--- src/rtl/assert_macros.svh ---
// Assertion macros shared by the serial line assembler RTL.
// Expects clk and rst_n in the scope where a macro is used.
`ifndef ASSERT_MACROS_SVH
`define ASSERT_MACROS_SVH

// Checks a property on every rising clock edge while out of reset.
`define SLA_ASSERT(label, prop, msg) \
  label: assert property (@(posedge clk) disable iff (!rst_n) prop) else $error(msg);

// Checks an implication on every rising clock edge while out of reset.
`define SLA_ASSERT_IMPL(label, ante, cons, msg) \
  `SLA_ASSERT(label, (ante) |-> (cons), msg)

`endif

--- src/rtl/sla_pkg.sv ---
// Package for the serial line assembler: sizes, character codes and types.
// Used by every module of the block; depends on nothing.
`timescale 1ns / 1ps

package sla_pkg;

  // Number of entries in the line store.
  localparam int LINE_DEPTH = 32;
  // Address width of the line store; also holds the largest fill count.
  localparam int ADDR_W = $clog2(LINE_DEPTH);
  // Width of the configuration register.
  localparam int CFG_W = 8;

  localparam logic [CFG_W-1:0] MAX_OUT_LEN_RST = CFG_W'(32);

  // Character codes.
  localparam logic [7:0] CH_CR  = 8'h0D;
  localparam logic [7:0] CH_LF  = 8'h0A;
  localparam logic [7:0] CH_NUL = 8'h00;

  // One input transaction.
  typedef struct packed {
    logic [7:0] rx_byte;
    logic       overrun_error;
  } sla_in_t;

  // One result transaction.
  typedef struct packed {
    logic [7:0] out_char;
    logic       line_end;
  } sla_out_t;

  // Controller states.
  typedef enum logic [0:0] {
    ST_IDLE,
    ST_REPLAY
  } sla_state_t;

  // Commands from the controller to the datapath.
  typedef struct packed {
    logic store;   // append the input byte to the line store
    logic clear;   // empty the line store
    logic start;   // latch the line length and begin replay
    logic load;    // load the next result into the output register
  } sla_cmd_t;

  // Status from the datapath to the controller.
  typedef struct packed {
    logic is_cr;     // input byte is a carriage return
    logic is_lf;     // input byte is a line feed
    logic overrun;   // input is flagged as a receiver overrun
    logic full;      // line store holds its maximum number of bytes
    logic fits;      // held length is below the configured maximum
    logic at_end;    // replay pointer has reached the terminator
    logic out_free;  // output register can take a new result
  } sla_status_t;

endpackage

--- src/rtl/sla_ctrl.sv ---
// Controller of the serial line assembler: accepts bytes and sequences replay.
// Depends on sla_pkg and assert_macros.svh.
`timescale 1ns / 1ps
`include "assert_macros.svh"

module sla_ctrl (
  input  logic                clk,
  input  logic                rst_n,
  input  logic                in_valid,
  output logic                in_stall,
  input  sla_pkg::sla_status_t status,
  output sla_pkg::sla_cmd_t    cmd
);

  sla_pkg::sla_state_t state_r;
  sla_pkg::sla_state_t state_nxt;

  // State register.
  always_ff @(posedge clk) begin
    if (!rst_n) begin
      state_r <= sla_pkg::ST_IDLE;
    end else begin
      state_r <= state_nxt;
    end
  end

  // Next state and commands.
  always_comb begin
    state_nxt = state_r;
    cmd       = '0;
    in_stall  = 1'b1;
    case (state_r)
      sla_pkg::ST_IDLE: begin
        in_stall = 1'b0;
        if (in_valid) begin
          if (status.overrun) begin
            cmd.clear = 1'b1;
          end else if (status.is_lf) begin
            // A line that fits is replayed; a long one is dropped.
            if (status.fits) begin
              cmd.start = 1'b1;
              state_nxt = sla_pkg::ST_REPLAY;
            end else begin
              cmd.clear = 1'b1;
            end
          end else if (!status.is_cr) begin
            // An ordinary byte is stored, or empties a full store.
            if (status.full) begin
              cmd.clear = 1'b1;
            end else begin
              cmd.store = 1'b1;
            end
          end
        end
      end
      sla_pkg::ST_REPLAY: begin
        if (status.out_free) begin
          cmd.load = 1'b1;
          if (status.at_end) begin
            state_nxt = sla_pkg::ST_IDLE;
          end
        end
      end
      default: begin
        state_nxt = sla_pkg::ST_IDLE;
      end
    endcase
  end

  // An input transaction is only ever taken while idle.
  `SLA_ASSERT_IMPL(a_accept_idle, in_valid && !in_stall, state_r == sla_pkg::ST_IDLE,
    "input accepted outside idle")
  // Replay starts only after an accepted line feed.
  `SLA_ASSERT_IMPL(a_replay_cause,
    state_r == sla_pkg::ST_REPLAY && $past(state_r) == sla_pkg::ST_IDLE,
    $past(in_valid && status.is_lf && !status.overrun),
    "replay started without a line feed")
  // Replay does not advance while the output register is blocked.
  `SLA_ASSERT(a_replay_hold,
    state_r == sla_pkg::ST_REPLAY && !status.out_free |=> state_r == sla_pkg::ST_REPLAY,
    "replay left while output blocked")

endmodule

--- src/rtl/sla_dpath.sv ---
// Datapath of the serial line assembler: line store, counters, output register.
// Depends on sla_pkg and assert_macros.svh.
`timescale 1ns / 1ps
`include "assert_macros.svh"

module sla_dpath (
  input  logic                         clk,
  input  logic                         rst_n,
  input  sla_pkg::sla_in_t             in_data,
  input  logic                         cfg_wr_en,
  input  logic [sla_pkg::CFG_W-1:0]    cfg_wr_data,
  input  sla_pkg::sla_cmd_t            cmd,
  output sla_pkg::sla_status_t         status,
  output logic                         out_valid,
  input  logic                         out_stall,
  output sla_pkg::sla_out_t            out_data
);

  logic [7:0]                  line_store [sla_pkg::LINE_DEPTH];
  logic [7:0]                  rd_data_r;
  logic [sla_pkg::ADDR_W-1:0]  fill_r;
  logic [sla_pkg::ADDR_W-1:0]  fill_nxt;
  logic [sla_pkg::ADDR_W-1:0]  len_r;
  logic [sla_pkg::ADDR_W-1:0]  ptr_r;
  logic [sla_pkg::ADDR_W-1:0]  ptr_nxt;
  logic [sla_pkg::CFG_W-1:0]   max_len_r;
  logic                        out_valid_r;
  logic                        out_valid_nxt;
  sla_pkg::sla_out_t           out_data_r;

  // Status decode.
  always_comb begin
    status.is_cr    = (in_data.rx_byte == sla_pkg::CH_CR);
    status.is_lf    = (in_data.rx_byte == sla_pkg::CH_LF);
    status.overrun  = in_data.overrun_error;
    status.full     = (fill_r == sla_pkg::ADDR_W'(sla_pkg::LINE_DEPTH - 1));
    status.fits     = (sla_pkg::CFG_W'(fill_r) < max_len_r);
    status.at_end   = (ptr_r == len_r);
    status.out_free = !out_valid_r || !out_stall;
  end

  // Fill count and replay pointer next values.
  always_comb begin
    fill_nxt = fill_r;
    if (cmd.clear || cmd.start) begin
      fill_nxt = '0;
    end else if (cmd.store) begin
      fill_nxt = fill_r + sla_pkg::ADDR_W'(1);
    end
  end

  always_comb begin
    ptr_nxt = ptr_r;
    if (cmd.start) begin
      ptr_nxt = '0;
    end else if (cmd.load) begin
      ptr_nxt = status.at_end ? '0 : ptr_r + sla_pkg::ADDR_W'(1);
    end
  end

  // Output valid next value: set on load, cleared once taken.
  always_comb begin
    out_valid_nxt = out_valid_r;
    if (cmd.load) begin
      out_valid_nxt = 1'b1;
    end else if (!out_stall) begin
      out_valid_nxt = 1'b0;
    end
  end

  // Control registers.
  always_ff @(posedge clk) begin
    if (!rst_n) begin
      fill_r      <= '0;
      ptr_r       <= '0;
      max_len_r   <= sla_pkg::MAX_OUT_LEN_RST;
      out_valid_r <= 1'b0;
    end else begin
      fill_r      <= fill_nxt;
      ptr_r       <= ptr_nxt;
      out_valid_r <= out_valid_nxt;
      if (cfg_wr_en) begin
        max_len_r <= cfg_wr_data;
      end
    end
  end

  // Line length is captured when a replay starts.
  always_ff @(posedge clk) begin
    if (cmd.start) begin
      len_r <= fill_r;
    end
  end

  // Line store. The read port always fetches the entry at the next pointer,
  // so rd_data_r holds the entry at the current pointer.
  always_ff @(posedge clk) begin
    if (cmd.store) begin
      line_store[fill_r] <= in_data.rx_byte;
    end
    rd_data_r <= line_store[ptr_nxt];
  end

  // Output register: a stored byte, or the terminator at the end of the line.
  always_ff @(posedge clk) begin
    if (cmd.load) begin
      out_data_r.out_char <= status.at_end ? sla_pkg::CH_NUL : rd_data_r;
      out_data_r.line_end <= status.at_end;
    end
  end

  assign out_valid = out_valid_r;
  assign out_data  = out_data_r;

  // The controller loads only when the output register can take a result.
  `SLA_ASSERT_IMPL(a_load_free, cmd.load, status.out_free, "load into a busy output")
  // The replay pointer never passes the latched line length.
  `SLA_ASSERT(a_ptr_bound, ptr_r <= len_r || ptr_r == '0, "replay pointer past line end")
  // Loading at the end of the line presents the terminator.
  `SLA_ASSERT(a_term_out, cmd.load && status.at_end |=> out_valid_r && out_data_r.line_end
    && out_data_r.out_char == sla_pkg::CH_NUL, "terminator not presented")

endmodule

--- src/rtl/serial_line_assembler_unit.sv ---
// Serial line assembler: a byte is taken every cycle while idle. A line feed that completes a
// fitting line of N bytes stalls the input while the N bytes and a terminator are replayed, one
// result per cycle through the registered read port while the output does not stall; the first
// result is loaded in the replay state and shown from the output register. Synchronous
// active-low reset empties the line and sets max_out_len to 32; the store is not cleared, since
// only entries below the fill count are ever read. Depends on sla_pkg, sla_ctrl and sla_dpath.
`timescale 1ns / 1ps

module serial_line_assembler_unit (
  input  logic                       clk,
  input  logic                       rst_n,
  input  logic                       in_valid,
  output logic                       in_stall,
  input  sla_pkg::sla_in_t           in_data,
  output logic                       out_valid,
  input  logic                       out_stall,
  output sla_pkg::sla_out_t          out_data,
  input  logic                       cfg_wr_en,
  input  logic [sla_pkg::CFG_W-1:0]  cfg_wr_data
);

  sla_pkg::sla_cmd_t    cmd;
  sla_pkg::sla_status_t status;

  // Sequencer.
  sla_ctrl u_ctrl (
    .clk      (clk),
    .rst_n    (rst_n),
    .in_valid (in_valid),
    .in_stall (in_stall),
    .status   (status),
    .cmd      (cmd)
  );

  // Line store and output register.
  sla_dpath u_dpath (
    .clk         (clk),
    .rst_n       (rst_n),
    .in_data     (in_data),
    .cfg_wr_en   (cfg_wr_en),
    .cfg_wr_data (cfg_wr_data),
    .cmd         (cmd),
    .status      (status),
    .out_valid   (out_valid),
    .out_stall   (out_stall),
    .out_data    (out_data)
  );

endmodule
--- config.mk ---
export PLATFORM = sky130hd
export DESIGN_NAME = serial_line_assembler_unit
export DESIGN_NICKNAME = d
export VERILOG_FILES = /design/src/rtl/sla_pkg.sv /design/src/rtl/sla_ctrl.sv /design/src/rtl/sla_dpath.sv /design/src/rtl/serial_line_assembler_unit.sv
export VERILOG_INCLUDE_DIRS = /design/src /design/src/rtl
export SDC_FILE = /design/constraint.sdc
export NUM_CORES = 1
export LEC_CHECK = 0
export BUFFER_PORTS_ARGS = -buffer_cell sky130_fd_sc_hd__buf_2
export CAP_MARGIN = 20
export CORE_MARGIN = 3
export CORE_UTILIZATION = 30
export DETAILED_ROUTE_END_ITERATION = 7
export SLEW_MARGIN = 20
export SYNTH_ARGS = -nofsm -noshare
export SYNTH_HDL_FRONTEND = slang
export SYNTH_HIERARCHICAL = 1
export SYNTH_SLANG_ARGS = --single-unit
--- constraint.sdc ---
create_clock -name clk -period 4.05 [get_ports clk]
set_input_delay 0 -clock clk [delete_from_list [all_inputs] [get_ports clk]]
set_output_delay 0 -clock clk [all_outputs]
set_load 0.005 [all_outputs]
== Word level (Yosys, flattened, before mapping) ==
Memories as Yosys holds them, arrays and structs flattened. A register that Yosys moved wholly into a read port is not among the register bits.
Index checks and enable logic that the tools add are counted.
Storage, ports and cells
  register bits: 34
  bits in latches: 0
  bits in writable memories: 256
  bits in read-only memories: 0
  bits of input ports: 22
  output and inout port bits: 11
  word-level logic and storage cells: 51
  memories: 1
Memory list
  u_dpath.line_store: words 32, width 8, read ports 1, clocked after memory_dff 1, write ports 1, RTL line sla_dpath.sv:19  | logic [7:0] line_store [sla_pkg::LINE_DEPTH];
Cells by class
  add/subtract/negate cells: 2
  multiply operators: 0
  divide/modulo/power cells: 0
  $lt $le $gt $ge: 1
  equal/unequal tests: 5
  shift-type cells: 0
  muxes and demuxes: 27
  bitwise gates (word level): 2
  reduce and logical (&&, ||, !) cells: 5
Operators by type and width (number)
  $mux 1: 20
  $eq 8x4->1 const B: 2
  $mux 5: 3
  $add 5x1->5 const B: 2
  $lt 5x8->1: 1
  $mux 3: 2
  $eq 5x5->1: 1
  $eq 5x5->1 const B: 1
  $logic_not 1->1: 2
  $logic_or 1x1->1: 2
  $mux 2: 1
  $ne 2x1->1 const B: 1
  $not 1->1: 2
  $pmux 1 s2: 1
  $reduce_or 2->1: 1

== Longest topological paths before layout ==
  depth in word-level cells: 9
  depth in mapped cells: 21
  mapped depth without buffers: 17

== Hierarchy ==
Netlist, hierarchy kept.
By module, submodules not included
  sla_dpath: instances 1, cells an instance 925, area an instance 12523.3 µm², sequential area each 8648.3 µm²
  sla_ctrl: instances 1, cells an instance 13, area an instance 126.4 µm², sequential area each 20.0 µm²

== Worst setup path before layout ==
Ideal clock, no wire load.
  kind: register -> register
  start point: reg u_dpath/fill_r[1] (netlist name)
  end point: reg u_dpath.rd_data_r[6], read port of u_dpath.line_store
  library setup time: 0.136 ns
  data arrival time: 3.581 ns
  required time: 3.914 ns
  slack: 0.333 ns
  stages on the path, launching flop included: 20
  path buffers: 4
  period minus slack after synthesis: 3.717 ns
  path through: dfxtp_1 > ha_1 > a21boi_0 > o21a_1 > o21ai_0 > nand2b_1 > a21oi_1 > or4_1 > nand2_1 > nor2_1 > inv_1 > buf_2 > nand2_1 > buf_2 > buf_2 > buf_2 > mux2i_1 > o21ai_0 > a2111oi_0 > a211oi_1
RTL lines
  from (decl): RTL line sla_dpath.sv:21  | logic [sla_pkg::ADDR_W-1:0] fill_r;
  from (signal assigned): RTL line sla_dpath.sv:79  | fill_r <= fill_nxt;
  to (decl): RTL line sla_dpath.sv:20  | logic [7:0] rd_data_r;

==> results.md <==
* DP HPWL at 22650 µm
* Root Buffer: clkbuf_16
* Syn_nets at 970
* Gate power share at 0.025
* Sw frac at 0.1965
* Die width at 211.3 µm
* Ys async rst share at 0
* Vias per inst at 5.319
* Dpl cells at 1509
* Critical Setup Path Class: reg -> reg
* Syn-to-layout area delta at 20.09%
* Yosys Warn Count at 6
* Final non-filler cell total at 1599
* Critical Path AT at 4260 ps
* Cell internal pwr at 5.273 mW
* Worst EP required at 4510 ps
* Worst-Skew Late Latency at 570 ps
* Outcome: finished clean
* Max VDD drop at 323.2 µV
* Critical Path Source Type: flop
* Slew of the pin with the lowest slew margin at 956.9 ps
* Global-route wire length before repair at 53600 µm
* Avg WL per Cell at 22.17 µm
* Ranking of synthesized cells by area: edfxtp_1, dfxtp_1, nand2_1
* Post-synthesis sequential area ratio at 0.6853
* Final setup fails at 0
* Via count at 8505
* Fin nets at 1074
* GRT Total Usage at 0.1573
* P_sw at 1.289 mW
* Area of the die at 44660 µm²
* Setup ws final at 248.1 ps
* Post-synth EDFFs at 270
* Mapped cell area at 12650 µm²
* Static Leakage at 5.316 nW
* Ratio of cells with drive above 1 in the final layout at 0.1762
* Pre-CTS WS at 190.8 ps
* Max cap viols at 0
* CP endpoint kind: flop
* GP Congestion at 0.9338
* Clock buffer count from CTS at 31
* Fin crit share at 0.9387
* Clk pwr share at 0.461
* Post-synth top area cell: edfxtp_1
* # Post-CTS Setup Buffers at 0
* Max Fclk at 0.2630 GHz
* Gr ovfl total at 0
* I/O Pins at 33
* CTS H-Tree Depth at 1
* Ys flop type: edfxtp_1
* Post-synth top area share at 0.6409
* Clock slew at reported path FFs at 60 ps
* CTS tree: yes
* Count of pins over their slew limit at 0
* Synth cell types at 65
* IO buf count at 32
* HP Class: in -> reg
* Worst-path fanout max at 21
* # DRC at 0
* Largest net degree at the start of global routing at 34
* Worst slew margin relative to its limit at 0.3620
* CTS sink count at 298
* Fin area at 15190 µm²
* Clock Skews at 10.71 ps
* Fin. Hold Viols at 0
* RSZ-0062 raised after global routing: true
* Antenna violations before repair at 2
* WHS at 27.92 ps
* Sequential share of power at 0.513
* Core ar. at 41200 µm²
* Initial DRC count at 889
* Power per cell area at 432.0 nW/µm²
* Post-Syn Instances at 938
* Router iterations before antenna repair at 5
* Tmin final at 3802 ps
* Bufs on Longest Clock Path at 3
* TNS Setup at 0 ps
* DP Area at 13750 µm²
* Routed Wire Length at 35460 µm
* Initial Utilization at 0.3070
* Vias in the first global route at 8385
* Die Ht at 211.3 µm
* Diode count at 0
* Final ANT Viol Nets at 0
* Flops & latches, synth at 298
* # rows at 74
* Avg Inst Size Synth at 13.49 µm²
-- layout by cell type (no fill, tap or decap), types with 6 or more instances in the layout --
cell type / synthesis / final
edfxtp_1: 270 / 270
nand2_1: 137 / 136
buf_4: 6 / 61
a21oi_1: 43 / 42
dlygate4sd3_1: 0 / 32
buf_2: 16 / 32
clkbuf_16: 0 / 31
nand3_1: 30 / 29
dfxtp_1: 28 / 28
nor2_1: 27 / 26
a211oi_1: 24 / 23
a31oi_1: 22 / 22
and2_1: 21 / 21
and3_1: 20 / 20
mux2i_1: 20 / 20
a221oi_1: 20 / 19
o211ai_1: 17 / 17
mux2_2: 17 / 17
nor3_1: 16 / 16
nand2b_1: 13 / 12
nor2b_1: 10 / 10
o21ai_0: 10 / 10
ha_1: 10 / 10
inv_1: 9 / 9
or4_1: 9 / 9
a311oi_1: 9 / 9
a211o_1: 8 / 8
bufinv_16: 0 / 7
a22o_1: 7 / 7
o21bai_1: 7 / 7
o211a_1: 7 / 7
o22ai_1: 6 / 6
a311o_1: 6 / 6
-- worst max-delay path, stage by stage (launching register included) --
cell      delay (ps)
dfxtp_1          320
inv_1             40
ha_1             250
a21boi_0         170
o21a_1           130
o21ai_0           80
nand2b_1          80
a21oi_1           60
or4_1            450
nand2_1           90
nor2_1            60
buf_4            200
nor2_4           180
buf_4            300
a21oi_1          110
a221oi_1         320
a211oi_1         140
or4_1            560
o211a_1          150
-- flip-flops by register name, summed over array words and instances, names as in the netlist --
signal	cells
u_dpath/ptr_r	5
u_dpath/line_store	256
u_dpath/rd_data_r	8
u_dpath/len_r	5
u_ctrl/state_r	1
u_dpath/out_valid	1
u_dpath/max_len_r	8
u_dpath/out_data	9
u_dpath/fill_r	5
-- path summary, 6_finish.rpt --
check	start	to	slack [ps]	cells after the start
hold reg to reg	u_dpath/rd_data_r[6]	u_dpath/out_data[7]	500	1
setup / recovery	u_dpath/max_len_r[1]	u_dpath/rd_data_r[0]	250	18
setup reg to reg	u_dpath/max_len_r[1]	u_dpath/rd_data_r[0]	250	18
hold / removal	in_data[7]	u_dpath/line_store[24][6]	30	2
-- synth_stat cells, drive strengths merged, types with 13 or more instances --
library cell,count
nand2,137
and3,20
mux2i,20
a211oi,25
nand2b,13
edfxtp,270
a31oi,22
buf,29
o21ai,13
a221oi,22
nor3,16
a21oi,45
nand3,30
and2,22
nor2,29
dfxtp,28
mux2,17
clkbuf,32
o211ai,17
-- layer usage --
| layer | part of all wire | track usage |
|---|---|---|
| met1 | 0.41 | 0.2116 |
| met2 | 0.48 | 0.2608 |
| met3 | 0.077 | 0.02623 |
| met4 | 0.032 | 0.05150 |
| met5 | 0.00068 | 0 |
-- what timing repair did --
action                                  CTS  global route
resized for setup                         0             8
hold buffers                             32             0
endpoints found under the setup margin    0             7
hold endpoints to repair                 32             0
-- power by group through the flow --
stage / logic [mW] / clock network (mW) / registers [mW]
after floorplan: 0.0459 / 0 / 3.43
after global placement: 0.137 / 0 / 3.43
after detailed placement: 0.140 / 0 / 3.43
after CTS: 0.165 / 3.07 / 3.37
after global routing: 0.180 / 3.21 / 3.37
final: 0.167 / 3.03 / 3.37
-- layout make-up --
class	count	area [µm²]
clock buffer	36	794.5
clock inverter	22	294.0
fill	3827	26010
inverter	10	37.54
multi-input combinational	569	3666
sequential	298	8668
tap	532	665.6
timing repair buffer	132	1065
-- cells by family after synthesis --
logic type      Yosys count  synth area share
compound gates          209            0.1214
xor+xnor                  9          0.006231
fa+ha+maj                10          0.009891
buf+inv                  71           0.02809
flops                   298            0.6853
mux                      37           0.03096
simple gates            304            0.1182
-- stage by stage --
stage,power [mW],util
after floorplan,3.480,-
after global placement,3.571,0.3337
after detailed placement,3.574,0.3337
after CTS,6.605,0.3679
after global routing,6.757,0.3687
final,6.562,0.3687
No activity file was read; power rests on OpenSTA's default activity.
